[src/rtl/wvr_pkg.sv]
// ----------------------------------------------------------------------------
// wvr_pkg
// Shared types, codes and defaults for the wavetable voice renderer: item and
// play-mode codes, register indexes, controller states and the command and
// status groups between the controller and the datapath.
// ----------------------------------------------------------------------------
`default_nettype none

package wvr_pkg;

    // Default build values
    localparam int SAMPLE_DEPTH_DEF  = 4096;
    localparam int OUTPUT_OFFSET_DEF = 0;

    // Field widths fixed by the interface
    localparam int CFG_IDX_W  = 3;
    localparam int CFG_DATA_W = 32;

    // Item operation codes
    localparam logic [1:0] OP_WRITE  = 2'd0;
    localparam logic [1:0] OP_KEY_ON = 2'd1;
    localparam logic [1:0] OP_RENDER = 2'd2;

    // Play modes
    localparam logic [1:0] MODE_OFF    = 2'd0;
    localparam logic [1:0] MODE_SINGLE = 2'd1;
    localparam logic [1:0] MODE_LOOP   = 2'd2;

    // Register indexes
    localparam logic [CFG_IDX_W-1:0] CFG_START_MODE    = 3'd0;
    localparam logic [CFG_IDX_W-1:0] CFG_PHASE_STEP    = 3'd1;
    localparam logic [CFG_IDX_W-1:0] CFG_SAMPLE_LENGTH = 3'd2;
    localparam logic [CFG_IDX_W-1:0] CFG_LOOP_START    = 3'd3;
    localparam logic [CFG_IDX_W-1:0] CFG_LOOP_END      = 3'd4;
    localparam logic [CFG_IDX_W-1:0] CFG_MAIN_VOLUME   = 3'd5;
    localparam logic [CFG_IDX_W-1:0] CFG_LEFT_VOLUME   = 3'd6;
    localparam logic [CFG_IDX_W-1:0] CFG_RIGHT_VOLUME  = 3'd7;

    // Controller states
    typedef enum logic [2:0] {
        S_IDLE,
        S_ADDR,
        S_ADDR_DIV,
        S_EXEC,
        S_MUL,
        S_CHECK,
        S_WRAP_DIV,
        S_FIN
    } t_wvr_state;

    // Commands from the controller to the datapath
    typedef struct packed {
        logic capture;     // take the accepted input word
        logic div_start;   // launch the remainder unit
        logic div_wrap;    // 1: loop wrap operands, 0: address operands
        logic mem_wr;      // write the sample memory
        logic mem_rd;      // read the sample memory
        logic key_on;      // clear phase, load play mode
        logic mul_step;    // scale sample, advance phase
        logic check;       // single-shot end and plain loop wrap
        logic wrap_apply;  // load wrapped index from the remainder
        logic out_load;    // load the output word
        logic out_played;  // output word comes from a playing voice
    } t_wvr_cmd;

    // Status from the datapath to the controller
    typedef struct packed {
        logic [1:0] op;
        logic       voice_off;
        logic       addr_div_needed;
        logic       wrap_div_needed;
        logic       div_done;
    } t_wvr_stat;

endpackage

`default_nettype wire

[src/rtl/wvr_ctrl.sv]
// ----------------------------------------------------------------------------
// wvr_ctrl
// Voice controller: takes one word at a time, steps the datapath through
// address reduction, memory access, scaling, phase advance and loop wrap,
// and owns the output valid flag.
// ----------------------------------------------------------------------------
`default_nettype none

module wvr_ctrl (
    input  wire logic                i_clk,
    input  wire logic                i_rst_n,
    input  wire logic                i_in_valid,
    output logic                     o_in_ready,
    output logic                     o_out_valid,
    input  wire logic                i_out_ready,
    input  wire wvr_pkg::t_wvr_stat  i_stat,
    output wvr_pkg::t_wvr_cmd        o_cmd
);

    wvr_pkg::t_wvr_state r_state;
    wvr_pkg::t_wvr_state n_state;
    logic                r_out_valid;
    logic                n_out_valid;
    logic                out_free;

    assign out_free = !r_out_valid || i_out_ready;

    // State and output valid registers
    always_ff @(posedge i_clk) begin
        if (!i_rst_n) begin
            r_state     <= wvr_pkg::S_IDLE;
            r_out_valid <= 1'b0;
        end else begin
            r_state     <= n_state;
            r_out_valid <= n_out_valid;
        end
    end

    // Next state and commands
    always_comb begin
        n_state = r_state;
        o_cmd   = '0;
        case (r_state)
            wvr_pkg::S_IDLE: begin
                if (i_in_valid) begin
                    o_cmd.capture = 1'b1;
                    n_state       = wvr_pkg::S_ADDR;
                end
            end
            wvr_pkg::S_ADDR: begin
                if (i_stat.addr_div_needed) begin
                    o_cmd.div_start = 1'b1;
                    n_state         = wvr_pkg::S_ADDR_DIV;
                end else begin
                    n_state = wvr_pkg::S_EXEC;
                end
            end
            wvr_pkg::S_ADDR_DIV: begin
                if (i_stat.div_done) begin
                    n_state = wvr_pkg::S_EXEC;
                end
            end
            wvr_pkg::S_EXEC: begin
                case (i_stat.op)
                    wvr_pkg::OP_WRITE: begin
                        o_cmd.mem_wr = 1'b1;
                        n_state      = wvr_pkg::S_IDLE;
                    end
                    wvr_pkg::OP_KEY_ON: begin
                        o_cmd.key_on = 1'b1;
                        n_state      = wvr_pkg::S_IDLE;
                    end
                    wvr_pkg::OP_RENDER: begin
                        if (!i_stat.voice_off) begin
                            o_cmd.mem_rd = 1'b1;
                            n_state      = wvr_pkg::S_MUL;
                        end else if (out_free) begin
                            // silent voice: hold until the output word is free
                            o_cmd.out_load = 1'b1;
                            n_state        = wvr_pkg::S_IDLE;
                        end
                    end
                    default: begin
                        n_state = wvr_pkg::S_IDLE;
                    end
                endcase
            end
            wvr_pkg::S_MUL: begin
                o_cmd.mul_step = 1'b1;
                n_state        = wvr_pkg::S_CHECK;
            end
            wvr_pkg::S_CHECK: begin
                o_cmd.check = 1'b1;
                if (i_stat.wrap_div_needed) begin
                    o_cmd.div_start = 1'b1;
                    o_cmd.div_wrap  = 1'b1;
                    n_state         = wvr_pkg::S_WRAP_DIV;
                end else begin
                    n_state = wvr_pkg::S_FIN;
                end
            end
            wvr_pkg::S_WRAP_DIV: begin
                o_cmd.div_wrap = 1'b1;
                if (i_stat.div_done) begin
                    o_cmd.wrap_apply = 1'b1;
                    n_state          = wvr_pkg::S_FIN;
                end
            end
            wvr_pkg::S_FIN: begin
                o_cmd.out_played = 1'b1;
                if (out_free) begin
                    o_cmd.out_load = 1'b1;
                    n_state        = wvr_pkg::S_IDLE;
                end
            end
            default: begin
                n_state = wvr_pkg::S_IDLE;
            end
        endcase
    end

    // Output valid: set on load, drop once taken
    always_comb begin
        if (o_cmd.out_load) begin
            n_out_valid = 1'b1;
        end else if (i_out_ready) begin
            n_out_valid = 1'b0;
        end else begin
            n_out_valid = r_out_valid;
        end
    end

    assign o_in_ready  = (r_state == wvr_pkg::S_IDLE);
    assign o_out_valid = r_out_valid;

endmodule

`default_nettype wire

[config.mk]
export PLATFORM = sky130hd
export DESIGN_NAME = wvr_ctrl
export DESIGN_NICKNAME = d
export VERILOG_FILES = /design/src/rtl/wvr_pkg.sv /design/src/rtl/wvr_ctrl.sv
export SDC_FILE = /design/constraint.sdc
export NUM_CORES = 1
export LEC_CHECK = 0
export ABC_AREA = 1
export BUFFER_PORTS_ARGS = -buffer_cell sky130_fd_sc_hd__buf_2
export CAP_MARGIN = 20
export CORE_AREA = 2 2 39 41
export DETAILED_ROUTE_END_ITERATION = 10
export DIE_AREA = 0 0 41 43
export HOLD_SLACK_MARGIN = 0.03
export PLACE_DENSITY = 0.55
export SYNTH_ARGS = -nofsm -noshare
export SYNTH_HDL_FRONTEND = slang
export SYNTH_SLANG_ARGS = --single-unit
[constraint.sdc]
create_clock -name i_clk -period 2.88 [get_ports i_clk]
set_input_delay 0.144 -clock i_clk [delete_from_list [all_inputs] [get_ports i_clk]]
set_output_delay 0.144 -clock i_clk [all_outputs]
set_load 0.02 [all_outputs]
==> reports/summary.txt, run 1 <==
==================================================================================
Crit. End Element                                                     primary output
Time the final worst path needs with I/O delays and setup                 1.426 ns
Rel. slew slack                                                             0.8395
Routed vias/inst                                                             4.196
I/O Buffers                                                                     22
Part of the power in the clock network                                       0.357
MaxCap Viol Count                                                                0
Count of nets after finishing                                                   98
Initial antenna violation count                                                  0
Core Footprint                                                            1384 um2
Clock insertion delay at the later pin of the skew report                  0.24 ns
Share of synthesized area occupied by flip-flops and latches                0.2397
Std-Cell Rows                                                                   14
Final hold viol count                                                            0
Run status                                                            complete, no violations
Total count of max-transition violations in the final report                     0
Maximum clock frequency                                                 0.7015 GHz
Initial Utilization                                                         0.2414
Clock slew seen by the registers of the worst setup and hold paths         0.04 ns
Maximum number of pins on one net before global-route repair                     8
Buffer type at the clock tree root                                        clkbuf_4
Setup-violating endpoint count in the final report                               0
Chip Width                                                                   41 um
Leakage power total                                                      0.3130 nW
Post-synthesis to final-layout area growth                                  43.45%
Tcrit/Tclk final                                                            0.4950
Die area                                                                  1763 um2
Vias in the first global route                                                 322
Antenna Diode Count                                                              0
Setup Buffers After CTS                                                          0
Post-route standard cell area excluding fillers                          479.2 um2
Part of the total power dissipated in sequential elements                    0.338
Most used cells in the layout excluding fill and tap cells            buf_2 (22), inv_1 (16), nand2_1 (12)
Resized Gates After CTS                                                          0
Clock tree from TritonCTS                                                    built
Die Ht                                                                       43 um
DR pass1 iterations                                                              4
Setup Total Neg Slack                                                         0 ns
Post-layout util                                                            0.3463
Total congestion overflow after global routing                                   0
Critical setup path kind                                                   reg2out
Clock Skew                                                             0.002368 ns
Power density over cell area                                          421.0 nW/um2
Crit path launch type                                                         flop
H-tree levels                                                                    1
Average routed wire per standard cell                                     7.686 um
DR vias                                                                        428
Wire length of the first global-routing pass                               1207 um
Switching component of the power                                          71.75 uW
Worst path arrival time                                                    1.28 ns
Portion of total power attributed to combinational logic                     0.305
Most common cell after layout, fill and taps aside                           buf_2
Required time at the endpoint of the critical path                         2.74 ns
Placed Instance Area                                                     456.7 um2
Drt drc                                                                          0
VDD IR-drop max                                                        0.0001681 V
Detail Route Antenna Nets                                                        0
Total clock sinks                                                                4
Number of standard cells after synthesis                                        62
Inserted Clock Buffers                                                           3
Placer congestion estimate                                                  0.6828
Synthesized netlist net count                                                   72
IO Pins                                                                         23
Share of final-layout standard cells stronger than drive strength 1         0.3256
RSZ-0062 raised after global routing                                         false
Number of register bits inferred by synthesis                                    4
Switch share                                                                0.3556
Buffer levels on the longest clock path                                          2
Internal power                                                            130.0 uW
Violation count after the first detailed-routing iteration                       7
Overall routing resource usage                                              0.1027
Average instance area after synthesis                                    5.388 um2
Post-detailed-placement half-perimeter wirelength                         653.2 um
Warnings, synthesis                                                              0
Actual transition at the worst max-transition pin                        0.2404 ns
Count of different cell masters after synthesis                                 13
CP max FO                                                                        6
Summed instance area of the synthesized netlist                          334.1 um2
Hold Crit Class                                                             in2reg
# hold bufs at CTS                                                               0
Overall routed net length                                                   784 um
==================================================================================
-- cell families (layout without fill, tap and decap cells) --
| kind of cell | Yosys count | after routing | share of synthesized area |
|---|---|---|---|
| and+or+nand+nor | 36 | 36 | 0.4869 |
| buffers and inverters | 18 | 42 | 0.2135 |
| AOI/OAI and AO/OA | 4 | 4 | 0.05990 |
| DFF | 4 | 4 | 0.2397 |
-- power by group through the flow --
stage	Sequential (mW)	Clock, mW	Combinational (mW)
2_1_floorplan	0.0682	0	0.0432
3_3_place_gp	0.0689	0	0.0623
3_5_place_dp	0.0691	0	0.0623
4_1_cts	0.0682	0.0749	0.0625
5_1_grt	0.0695	0.0778	0.0702
6_report	0.0682	0.0721	0.0615
-- cell usage after synthesis (all sizes together) --
cell	n	area [um2]
buf	1	7.510
o21ai	1	5.000
nand3	7	35.03
nor3	5	30.03
a21oi	3	15.01
inv	17	63.81
dfxtp	4	80.08
nand4	2	12.51
nand2	13	51.30
nor2	9	33.78
-- state kept, by name (all words and copies together), names as in the netlist --
signal	flops
o_out_valid	1
r_state	3
-- per-stage QoR --
step | hold WS [ns] | instances | setup WS (ns) | power [mW]
2_1_floorplan | 0.2698 | 62 | 1.513 | 0.1114
3_3_place_gp | 0.3967 | 99 | 1.685 | 0.1312
3_5_place_dp | 0.4009 | 99 | 1.686 | 0.1313
4_1_cts | 0.1499 | 102 | 1.424 | 0.2056
5_1_grt | 0.1699 | 102 | 1.309 | 0.2174
6_report | 0.1579 | 102 | 1.454 | 0.2018
-- critical path: stages, from the launching register on --
cell     delay, ns
dfxtp_1       0.42
nand2_2       0.12
nor2_1        0.13
inv_1         0.06
nor3_1        0.12
buf_2         0.19
-- worst paths after layout --
path	slack, ns	from	end	cells after the start
worst max-delay path	1.45	r_state[1]$_SDFFE_PN0P_	o_cmd[7]	5
worst min-delay path	0.16	i_rst_n	r_state[0]$_SDFFE_PN0P_	3
worst max register to register	1.83	r_state[2]$_SDFFE_PN0P_	r_state[0]$_SDFFE_PN0P_	7
worst min register to register	0.54	o_out_valid$_SDFFE_PN0P_	o_out_valid$_SDFFE_PN0P_	2
-- layer usage --
layer | track usage | wire (um)
met1 | 0.1429 | 362
met2 | 0.1250 | 359
met3 | 0.03141 | 51
met4 | 0.08000 | 10
met5 | 0 | 0
-- area by class of cell --
class / count / area [um2]
Sequential cell: 4 / 80.08
Fill cell: 162 / 904.6
Multi-Input combinational cell: 40 / 182.7
Tap cell: 16 / 20.02
Clock buffer: 3 / 22.52
Inverter: 17 / 63.81
Timing Repair Buffer: 22 / 110.1
(Power assumes the default switching activity.)
==> inputs of run 2 (changes only) <==
ABC_AREA = 0   (was 1)
PLACE_DENSITY = 0.58   (was 0.55)
clock period = 1.2 ns   (was 2.88 ns; I/O delays follow)
==> run 2 against run 1 <==
- clock power is 130% higher
- power rose to 2.8 times the previous value
- via count increased by 4.2%
- the flow now finishes with violations (setup timing)
- synthesized cell count down 31%
- worst hold slack worse by 0.088 ns
- largest power group is now combinational cells
- utilization is 18 points higher
- setup slack got worse by 1.6 ns
- non-clock buffer count grew 14
- critical path depth down 2
- critical path type unchanged
- combinational power rose to 3.8 times the previous value
==> reports/summary.txt, run 2 <==
==================================================================================
Setup-violating endpoint count in the final report                               7   was 0
Initial antenna violation count                                                  0   unchanged
Number of fill cells                                                           138   was 162
Placer congestion estimate                                                  0.7301   was 0.6828
Routed vias/inst                                                             4.745   was 4.196
Placed Instance Area                                                     525.5 um2   was 456.7 um2
Rel. slew slack                                                             0.8297   was 0.8395
Slowest cell on the critical path                                          dfxtp_4   was dfxtp_1
Most common cell in the synthesized netlist                                dfxtp_1   was inv_1
Run status                                                            complete, but fails checks   was complete, no violations
Average routed wire per standard cell                                     12.62 um   was 7.686 um
Number of standard cells after synthesis                                        43   was 62
Violation count after the first detailed-routing iteration                       7   unchanged
Drt drc                                                                          0   unchanged
VDD IR-drop max                                                        0.0004121 V   was 0.0001681 V
H-tree levels                                                                    1   unchanged
Switching component of the power                                          182.9 uW   was 71.75 uW
Vias in the first global route                                                 411   was 322
Post-synthesis to final-layout area growth                                  110.9%   was 43.45%
Most common cell after layout, fill and taps aside                           buf_4   was buf_2
Chip Width                                                                   41 um   unchanged
Required time at the endpoint of the critical path                         1.14 ns   was 2.74 ns
Initial Utilization                                                         0.2477   was 0.2414
Crit. End Element                                                     primary output   unchanged
Die area                                                                  1763 um2   unchanged
Failing checks                                                        setup timing
Total count of max-transition violations in the final report                     0   unchanged
MaxCap Viol Count                                                                0   unchanged
Leakage power total                                                      0.3364 nW   was 0.3130 nW
CP max FO                                                                        8   was 6
Area of the multi-input gates                                            300.3 um2   was 182.7 um2
Power density over cell area                                          787.3 nW/um2   was 421.0 nW/um2
Overall routed net length                                                  1186 um   was 784 um
Post-layout util                                                            0.5226   was 0.3463
Clock slew seen by the registers of the worst setup and hold paths         0.04 ns   about the same
DR vias                                                                        446   was 428
Sequential cell area in the final layout                                 91.34 um2   was 80.08 um2
Average instance area after synthesis                                    7.973 um2   was 5.388 um2
Count of different cell masters after synthesis                                 30   was 13
Actual transition at the worst max-transition pin                        0.2535 ns   was 0.2404 ns
Tcrit/Tclk final                                                             1.082
List of cells traversed by the critical path                          buf_6 > nor4_4 > buf_4   was nand2_2 > nor2_1 > inv_1 > nor3_1 > buf_2
Buffer type at the clock tree root                                        clkbuf_4   unchanged
Async set-reset flop share out of synthesis                                      0   unchanged
Setup Total Neg Slack                                                   -0.2502 ns   was 0 ns
RSZ-0062 raised after global routing                                          true   was false
Hold Crit Class                                                             in2reg   unchanged
I/O Buffers                                                                     22   unchanged
Clock insertion delay at the later pin of the skew report                  0.23 ns   was 0.24 ns
Number of flip-flops under the largest register name                             3   unchanged
Most used standard cells in the synthesized netlist                   dfxtp_1 (4), buf_2 (3)   was inv_1 (16), nand2_1 (12), nor2_1 (9), nand3_1 (7)
Part of the power in the clock network                                       0.292   was 0.357
Register name with the most flops                                          r_state   unchanged
Post-route standard cell area excluding fillers                          723.2 um2   was 479.2 um2
IO Pins                                                                         23   unchanged
Overall routing resource usage                                              0.1430   was 0.1027
Critical setup path kind                                                   reg2out   unchanged
Number of synthesized flops with an enable pin                                   0   unchanged
Worst path max stage delay                                                 0.37 ns   was 0.42 ns
Buffer levels on the longest clock path                                          2   unchanged
Share of final-layout standard cells stronger than drive strength 1         0.6795   was 0.3256
Part of the total power dissipated in sequential elements                    0.299   was 0.338
Number of register bits inferred by synthesis                                    4   unchanged
Portion of total power attributed to combinational logic                     0.410   was 0.305
Antenna Diode Count                                                              0   unchanged
Clock tree from TritonCTS                                                    built   unchanged
Dominant register cell in the synthesized netlist                          dfxtp_1   unchanged
Maximum number of pins on one net before global-route repair                     9   was 8
Area leader, netlist                                                       dfxtp_1   unchanged
Summed instance area of the synthesized netlist                          342.8 um2   was 334.1 um2
Synthesized netlist net count                                                   53   was 72
Die Ht                                                                       43 um   unchanged
Final setup margin                                                     -0.09894 ns   was 1.454 ns
Core Footprint                                                            1384 um2   unchanged
Top-area cell type share of the netlist area                                0.2336   was 0.2397
Std-Cell Rows                                                                   14   unchanged
Maximum clock frequency                                                 0.7699 GHz
Most used cells in the layout excluding fill and tap cells            buf_4 (13), buf_2 (12), buf_6 (11)   was buf_2 (22), inv_1 (16), nand2_1 (12)
DR pass1 iterations                                                              4   unchanged
Post-detailed-placement half-perimeter wirelength                           711 um   was 653.2 um
Wire length of the first global-routing pass                               1718 um   was 1207 um
Count of nets after finishing                                                   90   was 98
Total clock sinks                                                                4   unchanged
Share of synthesized area occupied by flip-flops and latches                0.2336   was 0.2397
Total congestion overflow after global routing                                   0   unchanged
Final hold viol count                                                            0   unchanged
Internal power                                                            386.5 uW   was 130.0 uW
Time the final worst path needs with I/O delays and setup                 1.299 ns
Warnings, synthesis                                                              0   unchanged
Detail Route Antenna Nets                                                        0   unchanged
Leading post-synthesis cells by cell area                             dfxtp_1 (23%), buf_2 (4.4%), nor3b_1 (4.4%)   was dfxtp_1 (24%), inv_1 (18%), nand2_1 (13%)
Power, Total                                                              569.4 uW   was 201.8 uW
Worst path arrival time                                                    1.24 ns   was 1.28 ns
Switch share                                                                0.3212   was 0.3556
Clock Skew                                                             0.001873 ns   was 0.002368 ns
Inserted Clock Buffers                                                           3   unchanged
Crit path launch type                                                         flop   unchanged
==================================================================================
==> run 2: cell count changes in the layout (fill, tap and decap cells not counted), sizes merged, moves of 3 or more <==
cell   before  now
buf        22   36
inv        17    2
nand2      13    1
nand3       7    0
nor2        9    1
nor3        5    2
==> run 2: cell families (layout without fill, tap and decap cells) <==
kind of cell,count (synthesis),after routing,share of synthesized area
mux,1,1,0.02920
buf+inv,6,41,0.08759
flops,4,4,0.2336
compound gates,11,11,0.2117
simple gates,21,21,0.4380
==> run 2: through the flow <==
stage          setup WS (ns)  hold slack (ns)  std cells
2_1_floorplan       -0.03494           0.1727         43
3_3_place_gp         0.05628           0.3111         84
3_5_place_dp         0.05616           0.3081         84
4_1_cts             -0.06029          0.06368         89
5_1_grt              -0.1321          0.07823         94
6_report            -0.09894          0.07012         94
==> run 2: path summary, 6_finish.rpt <==
path	from	end	slack (ns)	cells after the start
max reg2reg	r_state[2]$_SDFFE_PN0P_	r_state[2]$_SDFFE_PN0P_	-0.01	5
min	i_rst_n	r_state[2]$_SDFFE_PN0P_	0.07	2
min reg2reg	r_state[0]$_SDFFE_PN0P_	r_state[0]$_SDFFE_PN0P_	0.52	1
max	r_state[2]$_SDFFE_PN0P_	o_cmd[6]	-0.1	3
==> run 2: power groups by stage <==
stage,combinational [mW],clock [mW],sequential (mW)
after global routing,0.249,0.180,0.171
after detailed placement,0.161,0,0.161
after global placement,0.158,0,0.161
after floorplan,0.0957,0,0.154
after CTS,0.199,0.174,0.163
final,0.233,0.166,0.170
==> run 2: per-layer routing <==
layer  up-vias  routed length, um  GRT usage
met5         -                  0          0
met4         0                  0    0.08000
met3         0                 45    0.01571
met2         9                692     0.2313
met1       209                449     0.1721
li1        228                  -          -
==> run 2: what timing repair did <==
item	in CTS	in global routing
hold buffers	0	0
setup endpoints to repair	12	10
setup buffers	2	5
gates resized for setup	26	11
pin swaps	6	4
==> run 2: cell type report <==
class / count / share of cell area
flip-flops and latches: 4 / 0.1263
clock buffers: 3 / 0.03114
multi-input cells: 33 / 0.4152
repair buffers: 36 / 0.3893
inverters: 2 / 0.01038
well taps: 16 / 0.02768
==> run 2: worst max-delay path, delay by kind of cell, from the launching register on <==
| kind | cells | cell delay, ns |
|---|---|---|
| buffers and inverters | 2 | 0.33 |
| DFF | 1 | 0.37 |
| and+or+nand+nor | 1 | 0.31 |
==> inputs of run 3 (changes only) <==
CELL_PAD_IN_SITES_DETAIL_PLACEMENT = 0   (was not set)
CELL_PAD_IN_SITES_GLOBAL_PLACEMENT = 2   (was not set)
CORE_AREA = not set   (was 2 2 39 41)
CORE_UTILIZATION = 19   (was not set)
DIE_AREA = not set   (was 0 0 41 43)
PLACE_DENSITY = 0.75   (was 0.58)
clock period = 1.21 ns   (was 1.2 ns; I/O delays follow)
==> run 3 against run 2 <==
- the flow still finishes with violations (setup timing)
- via count is 2.7% lower
- clock skew up 0.0027 ns
- combinational power down 15%
- clock power is essentially flat
- largest cell class unchanged
==> reports/summary.txt, run 3 (synthesized netlist as in run 2, its figures left out) <==
==================================================================================
Most common cell after layout, fill and taps aside                           buf_2   was buf_4
# hold bufs at CTS                                                               0   unchanged
Initial Utilization                                                         0.2151   was 0.2477
I/O Buffers                                                                     22   unchanged
Most used cells in the layout excluding fill and tap cells            buf_2 (18), buf_4 (9), buf_6 (5)   was buf_4 (13), buf_2 (12), buf_6 (11)
Core Footprint                                                            1594 um2   was 1384 um2
Die area                                                                  1978 um2   was 1763 um2
Clock Skew                                                             0.004525 ns   was 0.001873 ns
Time the final worst path needs with I/O delays and setup                 1.221 ns
Violation count after the first detailed-routing iteration                      11   was 7
Overall routing resource usage                                              0.1057   was 0.1430
VDD IR-drop max                                                        0.0007104 V   was 0.0004121 V
Drt drc                                                                          0   unchanged
H-tree levels                                                                    1   unchanged
Routed vias/inst                                                             4.429   was 4.745
IO Pins                                                                         23   unchanged
Setup Total Neg Slack                                                  -0.01258 ns   was -0.2502 ns
Register name with the most flops                                          r_state   unchanged
Die Ht                                                                    44.48 um   was 43 um
MaxCap Viol Count                                                                0   unchanged
Clock slew seen by the registers of the worst setup and hold paths         0.04 ns   about the same
Power density over cell area                                          821.3 nW/um2   was 787.3 nW/um2
Number of flip-flops under the largest register name                             3   unchanged
Average routed wire per standard cell                                     10.00 um   was 12.62 um
Number of cells in the design after placement                                   91   was 84
Detail Route Antenna Nets                                                        0   unchanged
Clock insertion delay at the later pin of the skew report                  0.23 ns   about the same
Worst path arrival time                                                    1.16 ns   was 1.24 ns
Required time at the endpoint of the critical path                         1.15 ns   was 1.14 ns
Final setup margin                                                     -0.01096 ns   was -0.09894 ns
Total count of max-transition violations in the final report                     0   unchanged
Rel. slew slack                                                             0.8522   was 0.8297
Failing checks                                                        setup timing   unchanged
Share of final-layout standard cells stronger than drive strength 1         0.6351   was 0.6795
Tcrit/Tclk final                                                             1.009
Total congestion overflow after global routing                                   0   unchanged
Actual transition at the worst max-transition pin                        0.2201 ns   was 0.2535 ns
Buffer type at the clock tree root                                        clkbuf_4   unchanged
Antenna Diode Count                                                              0   unchanged
Buffer levels on the longest clock path                                          2   unchanged
Wire length of the first global-routing pass                               1490 um   was 1718 um
Initial antenna violation count                                                  0   unchanged
Clock tree from TritonCTS                                                    built   unchanged
Leakage power total                                                      0.3179 nW   was 0.3364 nW
Register-to-Register Setup Slack                                           0.04 ns   was -0.01 ns
Crit. End Element                                                     primary output   unchanged
Vias in the first global route                                                 362   was 411
RSZ-0062 raised after global routing                                          true   unchanged
Chip Width                                                                44.48 um   was 41 um
Overall routed net length                                                   980 um   was 1186 um
Std-Cell Rows                                                                   14   unchanged
Count of nets after finishing                                                   86   was 90
Post-detailed-placement half-perimeter wirelength                         722.9 um   was 711 um
Inserted Clock Buffers                                                           3   unchanged
Maximum number of pins on one net before global-route repair                     8   was 9
Post-synthesis to final-layout area growth                                  88.69%   was 110.9%
Hold Crit Class                                                             in2reg   unchanged
Run status                                                            complete, but fails checks   unchanged
Placer congestion estimate                                                  0.7206   was 0.7301
Crit path launch type                                                         flop   unchanged
Maximum clock frequency                                                 0.8190 GHz
DR pass1 iterations                                                              3   was 4
Non-Filler Instances                                                            98   was 94
Critical setup path kind                                                   reg2out   unchanged
CP max FO                                                                        6   was 8
Setup-violating endpoint count in the final report                               3   was 7
Final hold viol count                                                            0   unchanged
Power, Total                                                              531.3 uW   was 569.4 uW
Total clock sinks                                                                4   unchanged
DR vias                                                                        434   was 446
==================================================================================
[run 3: cell count changes in the layout (fill, tap and decap cells not counted), sizes merged]
cell	previous run	this run
buf	36	32
[run 3: critical path: stages, from the launching register on]
cell     delay, ns
dfxtp_2       0.33
buf_6         0.14
nor4_4        0.27
buf_4         0.19
[run 3: path summary, 6_finish.rpt]
path,startpoint,endpoint,depth (start not counted)
min,i_rst_n,r_state[2]$_SDFFE_PN0P_,2
max reg2reg,r_state[1]$_SDFFE_PN0P_,r_state[0]$_SDFFE_PN0P_,4
max,r_state[2]$_SDFFE_PN0P_,o_cmd[6],3
min reg2reg,r_state[1]$_SDFFE_PN0P_,r_state[0]$_SDFFE_PN0P_,2
[run 3: stage by stage]
stage / setup slack (ns) / area (um2) / util / hold WS [ns]
CTS: -0.03283 / 621.8 / 0.3901 / 0.06205
global placement: 0.05955 / 523.0 / 0.3281 / 0.2997
detailed placement: 0.02958 / 523.0 / 0.3281 / 0.3081
floorplan: -0.03693 / 360.3 / - / 0.1737
finish: -0.01096 / 646.9 / 0.4058 / 0.06463
global route: -0.07483 / 646.9 / 0.4058 / 0.08887
[run 3: layer usage]
layer  share of wire  global-route usage
met1            0.47              0.1253
met2            0.47              0.1765
met4               0             0.01818
met5               0                   0
met3           0.053             0.04898
[run 3: report_power, final]
group	leakage [nW]	switching, mW	internal (mW)
clock network	0.0138	0.0537	0.111
logic	0.270	0.0873	0.110
registers	0.0345	0.0242	0.145
total	0.318	0.165	0.366
[run 3: timing repair]
action	CTS	global route
endpoints found under the setup margin	9	9
endpoints found under the hold margin	0	0
pin swaps	4	4
resized for setup	15	7
buffers inserted	4	0
[run 3: layout make-up]
cell class                      count  area [um2]
Clock buffer                        3       22.52
Fill cell                         179       947.2
Inverter                            2       7.507
Multi-Input combinational cell     33       284.0
Sequential cell                     4       88.84
Tap cell                           24       30.03
Timing Repair Buffer               32       214.0
